$ cat config.mk
export PLATFORM = sky130hd
export DESIGN_NAME = ppgt_ctrl
export DESIGN_NICKNAME = d
export VERILOG_FILES = /design/src/rtl/ppgt_pkg.sv /design/src/rtl/ppgt_ctrl.sv
export SDC_FILE = /design/constraint.sdc
export NUM_CORES = 1
export LEC_CHECK = 0
export BUFFER_PORTS_ARGS = -buffer_cell sky130_fd_sc_hd__buf_2
export CORE_MARGIN = 2
export CORE_UTILIZATION = 41
export DETAILED_ROUTE_END_ITERATION = 16
export GPL_TIMING_DRIVEN = 0
export PLACE_DENSITY = 0.76
export SLEW_MARGIN = 20
export SYNTH_ARGS = -nofsm -noshare
export SYNTH_HDL_FRONTEND = slang
export SYNTH_SLANG_ARGS = --single-unit
$ cat constraint.sdc
create_clock -name clock -period 1.29 [get_ports clock]
set_input_delay 0.0645 -clock clock [delete_from_list [all_inputs] [get_ports clock]]
set_output_delay 0.0645 -clock clock [all_outputs]
set_load 0.05 [all_outputs]
$ cat src/rtl/ppgt_pkg.sv
// shared types and constants of the prefix pattern group table
`default_nettype none
package ppgt_pkg;

   localparam int NAME_BYTES = 15;
   localparam int NAME_CHARS = 15;
   localparam int NAME_BITS  = 8 * NAME_BYTES;
   localparam logic [31:0] ANY_USER = 32'hFFFF_FFFF;

   typedef enum logic [1:0] {
      REQ_LOOKUP = 2'd0,
      REQ_ADD    = 2'd1,
      REQ_DELETE = 2'd2
   } req_kind_type;

   typedef enum logic [1:0] {
      STATUS_OK        = 2'd0,
      STATUS_NOT_FOUND = 2'd1,
      STATUS_FULL      = 2'd2
   } status_type;

   typedef enum logic [1:0] {
      ADDR_IDX  = 2'd0,
      ADDR_NEXT = 2'd1,
      ADDR_PREV = 2'd2
   } addr_sel_type;

   typedef enum logic [3:0] {
      ST_IDLE,
      ST_DISPATCH,
      ST_LK_RD,
      ST_LK_CHK,
      ST_EQ_RD,
      ST_EQ_CHK,
      ST_RM_RD,
      ST_RM_WR,
      ST_INS_CHK,
      ST_SH_RD,
      ST_SH_WR,
      ST_FIN
   } state_type;

   typedef struct packed {
      logic signed [31:0] group_value;
      logic [31:0]        user_key;
      logic [55:0]        parent_high;
      logic [63:0]        parent_low;
      logic [55:0]        name_high;
      logic [63:0]        name_low;
   } entry_type;

   localparam int ENTRY_BITS = $bits(entry_type);

   typedef struct packed {
      logic         req_load;
      logic         idx_clr;
      logic         idx_load_count;
      logic         idx_inc;
      logic         idx_dec;
      logic         rd_en;
      addr_sel_type addr_sel;
      logic         wr_en;
      logic         wr_new;
      logic         cnt_inc;
      logic         cnt_dec;
      logic         set_hit;
      logic         set_not_found;
      logic         set_full;
      logic         rsp_load;
   } cmd_type;

   typedef struct packed {
      logic [1:0] kind;
      logic       idx_end;
      logic       idx_last;
      logic       idx_zero;
      logic       full;
      logic       lk_match;
      logic       eq_match;
      logic       rsp_busy;
   } sts_type;

endpackage
`default_nettype wire

$ cat src/rtl/ppgt_ctrl.sv
// sequencer for lookup, add and delete over the pattern table
`default_nettype none
module ppgt_ctrl (
   input  wire logic             clock,
   input  wire logic             reset,
   input  wire logic             req_tvalid,
   output logic                  req_tready,
   input  wire ppgt_pkg::sts_type sts,
   output ppgt_pkg::cmd_type     cmd
);

   ppgt_pkg::state_type state_ff, state_in;

   always_ff @(posedge clock) begin
      if (reset) begin
         state_ff <= ppgt_pkg::ST_IDLE;
      end else begin
         state_ff <= state_in;
      end
   end

   always_comb begin
      state_in   = state_ff;
      cmd        = '0;
      cmd.addr_sel = ppgt_pkg::ADDR_IDX;
      req_tready = 1'b0;
      case (state_ff)
         ppgt_pkg::ST_IDLE: begin
            req_tready = 1'b1;
            if (req_tvalid) begin
               cmd.req_load = 1'b1;
               cmd.idx_clr  = 1'b1;
               state_in     = ppgt_pkg::ST_DISPATCH;
            end
         end
         ppgt_pkg::ST_DISPATCH: begin
            // the kind register holds the word just taken
            case (ppgt_pkg::req_kind_type'(sts.kind))
               ppgt_pkg::REQ_LOOKUP: state_in = ppgt_pkg::ST_LK_RD;
               ppgt_pkg::REQ_ADD:    state_in = ppgt_pkg::ST_EQ_RD;
               ppgt_pkg::REQ_DELETE: state_in = ppgt_pkg::ST_EQ_RD;
               default:              state_in = ppgt_pkg::ST_FIN;
            endcase
         end
         ppgt_pkg::ST_LK_RD: begin
            if (sts.idx_end) begin
               state_in = ppgt_pkg::ST_FIN;
            end else begin
               cmd.rd_en = 1'b1;
               state_in  = ppgt_pkg::ST_LK_CHK;
            end
         end
         ppgt_pkg::ST_LK_CHK: begin
            if (sts.lk_match) begin
               cmd.set_hit = 1'b1;
               state_in    = ppgt_pkg::ST_FIN;
            end else begin
               cmd.idx_inc = 1'b1;
               state_in    = ppgt_pkg::ST_LK_RD;
            end
         end
         ppgt_pkg::ST_EQ_RD: begin
            if (sts.idx_end) begin
               if (sts.kind == ppgt_pkg::REQ_DELETE) begin
                  cmd.set_not_found = 1'b1;
                  state_in          = ppgt_pkg::ST_FIN;
               end else begin
                  state_in = ppgt_pkg::ST_INS_CHK;
               end
            end else begin
               cmd.rd_en = 1'b1;
               state_in  = ppgt_pkg::ST_EQ_CHK;
            end
         end
         ppgt_pkg::ST_EQ_CHK: begin
            if (sts.eq_match) begin
               state_in = ppgt_pkg::ST_RM_RD;
            end else begin
               cmd.idx_inc = 1'b1;
               state_in    = ppgt_pkg::ST_EQ_RD;
            end
         end
         ppgt_pkg::ST_RM_RD: begin
            if (sts.idx_last) begin
               cmd.cnt_dec = 1'b1;
               if (sts.kind == ppgt_pkg::REQ_ADD) begin
                  state_in = ppgt_pkg::ST_INS_CHK;
               end else begin
                  state_in = ppgt_pkg::ST_FIN;
               end
            end else begin
               cmd.rd_en    = 1'b1;
               cmd.addr_sel = ppgt_pkg::ADDR_NEXT;
               state_in     = ppgt_pkg::ST_RM_WR;
            end
         end
         ppgt_pkg::ST_RM_WR: begin
            cmd.wr_en   = 1'b1;
            cmd.idx_inc = 1'b1;
            state_in    = ppgt_pkg::ST_RM_RD;
         end
         ppgt_pkg::ST_INS_CHK: begin
            if (sts.full) begin
               cmd.set_full = 1'b1;
               state_in     = ppgt_pkg::ST_FIN;
            end else begin
               cmd.idx_load_count = 1'b1;
               state_in           = ppgt_pkg::ST_SH_RD;
            end
         end
         ppgt_pkg::ST_SH_RD: begin
            if (sts.idx_zero) begin
               cmd.wr_en   = 1'b1;
               cmd.wr_new  = 1'b1;
               cmd.cnt_inc = 1'b1;
               state_in    = ppgt_pkg::ST_FIN;
            end else begin
               cmd.rd_en    = 1'b1;
               cmd.addr_sel = ppgt_pkg::ADDR_PREV;
               state_in     = ppgt_pkg::ST_SH_WR;
            end
         end
         ppgt_pkg::ST_SH_WR: begin
            cmd.wr_en   = 1'b1;
            cmd.idx_dec = 1'b1;
            state_in    = ppgt_pkg::ST_SH_RD;
         end
         ppgt_pkg::ST_FIN: begin
            if (!sts.rsp_busy) begin
               cmd.rsp_load = 1'b1;
               state_in     = ppgt_pkg::ST_IDLE;
            end
         end
         default: begin
            state_in = ppgt_pkg::ST_IDLE;
         end
      endcase
   end

endmodule
`default_nettype wire

==> results of run 1 <==
logic make-up after synthesis:
logic type      synth area share, %
flops                          12.4
fa+ha+maj                      5.79
mux                            4.63
compound gates                 24.9
buf+inv                        13.9
simple gates                   38.4
cell usage after synthesis:
cell type / n
nand2_4: 1
a21oi_1: 7
and3_1: 1
buf_2: 3
or3_1: 1
nor4_1: 2
o32ai_1: 1
a221o_1: 1
o31a_1: 1
inv_1: 6
nor3_1: 4
o21bai_1: 2
nor2b_1: 2
nor3b_2: 1
o21ai_1: 2
a41oi_2: 1
a21o_1: 3
clkbuf_1: 1
o22a_1: 1
a211oi_1: 1
nor2_1: 5
and2_1: 1
nand4b_1: 1
nand2_1: 8
nor4_2: 1
nor4b_2: 1
mux2i_1: 3
nand2b_1: 8
buf_4: 5
buf_6: 1
o211ai_1: 1
ha_1: 3
nand3_1: 2
nor2_2: 1
a31oi_1: 1
nor4bb_1: 1
dfxtp_1: 4
o21ai_0: 1
through the flow:
stage | setup TNS [ns] | worst slack (ns) | utilization (%)
after global placement | -1.55 | -0.282 | 66.1
after CTS | -2.79 | -0.246 | 93.9
after detailed placement | -1.72 | -0.272 | 66.1
after floorplan | -2.15 | -0.446 | -
timing repair:
action,CTS
buffers inserted,20
endpoints found under the setup margin,21
pin swaps,16
endpoints found under the hold margin,0
resized for setup,67
==> impl_metrics.toml, run 1 <==
[logic_synthesis]
syn_avg_cell_area_um2 = 7.20
synth.distinct_cells = 38
synth.area.top_cells = "dfxtp_1, nand2b_1, buf_4, ha_1, a21oi_1"
syn_nets = 105
syn_area_um2 = 648
ys_seq_area_share_pct = 12.4
yosysTopAreaCell = "dfxtp_1"
yosys.area.top_type_share_pct = 12.4
ys_ff_latch = 4
synth_cells = 90
synth-warning-count = 0

[cts]
cts-root-buf = "clkbuf_4"
numCtsBuffers = 3
clock_path_buffers = 2
htree_levels = 1
clock-sinks = 4
cts_hold_buf = 0

[sta]
crit_endpoint = "cmd[7]"
worst_endpoint_kind = "top-level output"

[floorplan]
fp.dieW_um = 43.8
rows = 14
pin_count = 29
die_h_um = 43.8
start_util_pct = 43.5

[global_routing]
grt_start_max_net_pins = 11

[status]
lastStage = "5_1_grt"
error = "[ERROR DPL-0038] Utilization greater than 100%, impossible to legalize"
status = "aborted with a tool error"

[place]
port_buffers = 28
hpwl_um = 1510
dpl_cell_area_um2 = 985
gp_congestion = 0.937
dp_cells = 134
==> run 2: changes to the inputs <==
--- a/config.mk
+++ b/config.mk
@@ -6,11 +6,11 @@
 export NUM_CORES = 1
 export LEC_CHECK = 0
 export BUFFER_PORTS_ARGS = -buffer_cell sky130_fd_sc_hd__buf_2
-export CORE_MARGIN = 2
-export CORE_UTILIZATION = 41
+export CORE_AREA = 2 2 63 65
 export DETAILED_ROUTE_END_ITERATION = 16
+export DIE_AREA = 0 0 65 67
 export GPL_TIMING_DRIVEN = 0
-export PLACE_DENSITY = 0.76
+export PLACE_DENSITY_LB_ADDON = 0.15
 export SLEW_MARGIN = 20
 export SYNTH_ARGS = -nofsm -noshare
 export SYNTH_HDL_FRONTEND = slang
==> constraint.sdc (replaced) <==
create_clock -name clock -period 1.7 [get_ports clock]
set_input_delay 0.085 -clock clock [delete_from_list [all_inputs] [get_ports clock]]
set_output_delay 0.085 -clock clock [all_outputs]
set_load 0.05 [all_outputs]
==> run 2 against run 1 <==
Effect of this change:
- the run now ends clean
- area after synthesis is the same
- synthesized cell count is the same
==> impl_metrics.toml, run 2 <==
[status]
status = "completed"

[floorplan]
pin_count = 29
dieArea_um2 = 4360
die_h_um = 67
rows = 22
core_region_area_um2 = 3610
start_util_pct = 18.0
fp.dieW_um = 65

[critical_path]
crit_required_ns = 1.62
cp_num_cells = 5
crit_fanout = 10
critPathSlowestCell = "dfxtp_4"
cp-start-kind = "flop"
cp_cell_sequence = "buf_6 > nand2_4 > nor4b_4 > buf_6 > buf_4"
crit_top_cell = "buf_6"
critPathCaptureType = "primary output"
timing.critical_path.buf_inv = 3
cpPeakStageDelay_ns = 0.40
cp.arrival_ns = 1.53
path_delay_family = "buffers and inverters"
worst_r2r_path_depth = 6
path_class = "flop to primary output"

[cts]
clock_path_buffers = 2
htree_levels = 1
tritoncts = "built"
worstSkewPairLatency_ns = 0.21
numCtsBuffers = 3
cts-root-buf = "clkbuf_8"
clk_pin_slew_worst_paths_ns = 0.03
clock-sinks = 4
cts_hold_buf = 0

[layout]
drive_gt1_share_pct = 45.5
reg_top3 = "state_ff x4"
layout.cells.most_common = "buf_2"
stdcell_count = 169
antenna_cells = 0
final_core_util_pct = 27.8
largest-register = "state_ff"
layout.nets = 138
area_growth_syn_to_layout_pct = 54.8
mostFrequentLayoutCells = "buf_2, nand2b_1, nand2_1"
nFillCells = 407
largest_reg_flops = 4
final_cell_area_um2 = 1000

[logic_synthesis]
synth-warning-count = 0
syn_avg_cell_area_um2 = 7.20
yosys.area.top_type_share_pct = 12.4
ys_async_sr_fraction_pct = 0
synth-edff-count = 0
ys_ff_latch = 4
syn_area_um2 = 648
synth_cells = 90
synth_top_cells_by_count = "nand2_1, nand2b_1, a21oi_1"
ys_seq_area_share_pct = 12.4
synth.distinct_cells = 38
synth.area.top_cells = "dfxtp_1, nand2b_1, buf_4, ha_1, a21oi_1"
yosysTopAreaCell = "dfxtp_1"
ys.flop_type = "dfxtp_1"
syn_nets = 105

[sta]
fmax_mhz = 617
finalHoldViolCount = 0
slew_headroom_pct = 79.6
period_needed_ns = 1.62
setup_tns_ns = 0
setup_ws_ns = 0.0805
setup_viol = 0
period_share_pct = 95.3
rsz0062_at_grt = "false"
worst_pin_slew_ns = 0.304
hold_ws_ns = 0.0944
slew_viol_final = 0
fin_worst_skew_ns = 0.000198

[power]
power_density_nw_per_um2 = 1710
max-vdd-ir-drop_mv = 0.410
total_power_mw = 1.71
power_leakage_nw = 0.448

[flow_run]
drv_cap = 0

[routing]
drt-total-wl_um = 2100
num_vias = 753
dr.pass1.iters = 4
drc_errors = 0
ant_nets = 0
drt_iter0_markers = 12
vias_per_cell = 4.46
wl_per_cell_um = 12.4

[place]
place_ws_ns = -0.0326
gp_congestion = 0.743
dp_cells = 166
dpl_cell_area_um2 = 906
hpwl_um = 1660
port_buffers = 28

[global_routing]
grt_usage_pct = 10.3
overflow = 0
grt_pass1_wl_um = 3450
grt_pass1_vias = 715
grt_start_max_net_pins = 11
antenna_found_initial = 0

[min_path]
hp-class = "input port to flop"
holdPathStages = 2
-- run 2: repair_timing --
action,in CTS,in global routing
setup buffers,0,0
pin swaps,0,1
hold endpoints to repair,0,0
setup endpoints to repair,10,8
resized for setup,7,16
-- run 2: routing by layer --
layer	up-vias	routed length, µm	part of all wire [%]	GRT usage [%]
met5	-	0	0	0
met4	0	4	0.19	3.19
met3	2	123	5.8	2.03
met2	24	958	46	17.0
met1	350	1020	48	13.4
li1	377	-	-	-
-- run 2: path summary, 6_finish.rpt --
kind / from / to / slack, ns
max: state_ff[0] / cmd[6] / 0.08
min: reset / state_ff[1] / 0.09
max reg2reg: state_ff[3] / state_ff[1] / 0.36
min reg2reg: state_ff[0] / state_ff[2] / 0.67
-- run 2: area by class of cell --
class,instances,area (µm²),share of cell area [%]
flip-flops and latches,4,85.1,8.48
well taps,48,60.1,5.99
multi-input cells,70,536,53.4
inverters,6,22.5,2.24
clock buffers,3,41.3,4.11
repair buffers,28,164,16.3
plain buffers,10,95.1,9.48
-- run 2: power breakdown --
part,total [mW],internal [mW],switching (mW)
clock network,0.194,0.150,0.0439
logic,1.31,0.488,0.823
registers,0.209,0.143,0.0653
total,1.71,0.781,0.932
-- run 2: logic make-up after synthesis --
group	Yosys count	share of synthesized area, %
AO/OA/AOI/OAI	23	24.9
adder cells (fa/ha/maj)	3	5.79
buffers and inverters	16	13.9
flip-flops	4	12.4
multiplexers	3	4.63
AND/OR/NAND/NOR	41	38.4
-- run 2: worst reg2reg max path, stage by stage (launching register included) --
cell and delay, ns:
dfxtp_1 0.31, buf_6 0.15, buf_4 0.18, nor2_1 0.06, o32ai_1 0.24, nand2_1 0.12, a41oi_2 0.21
(Power assumes the default switching activity.)
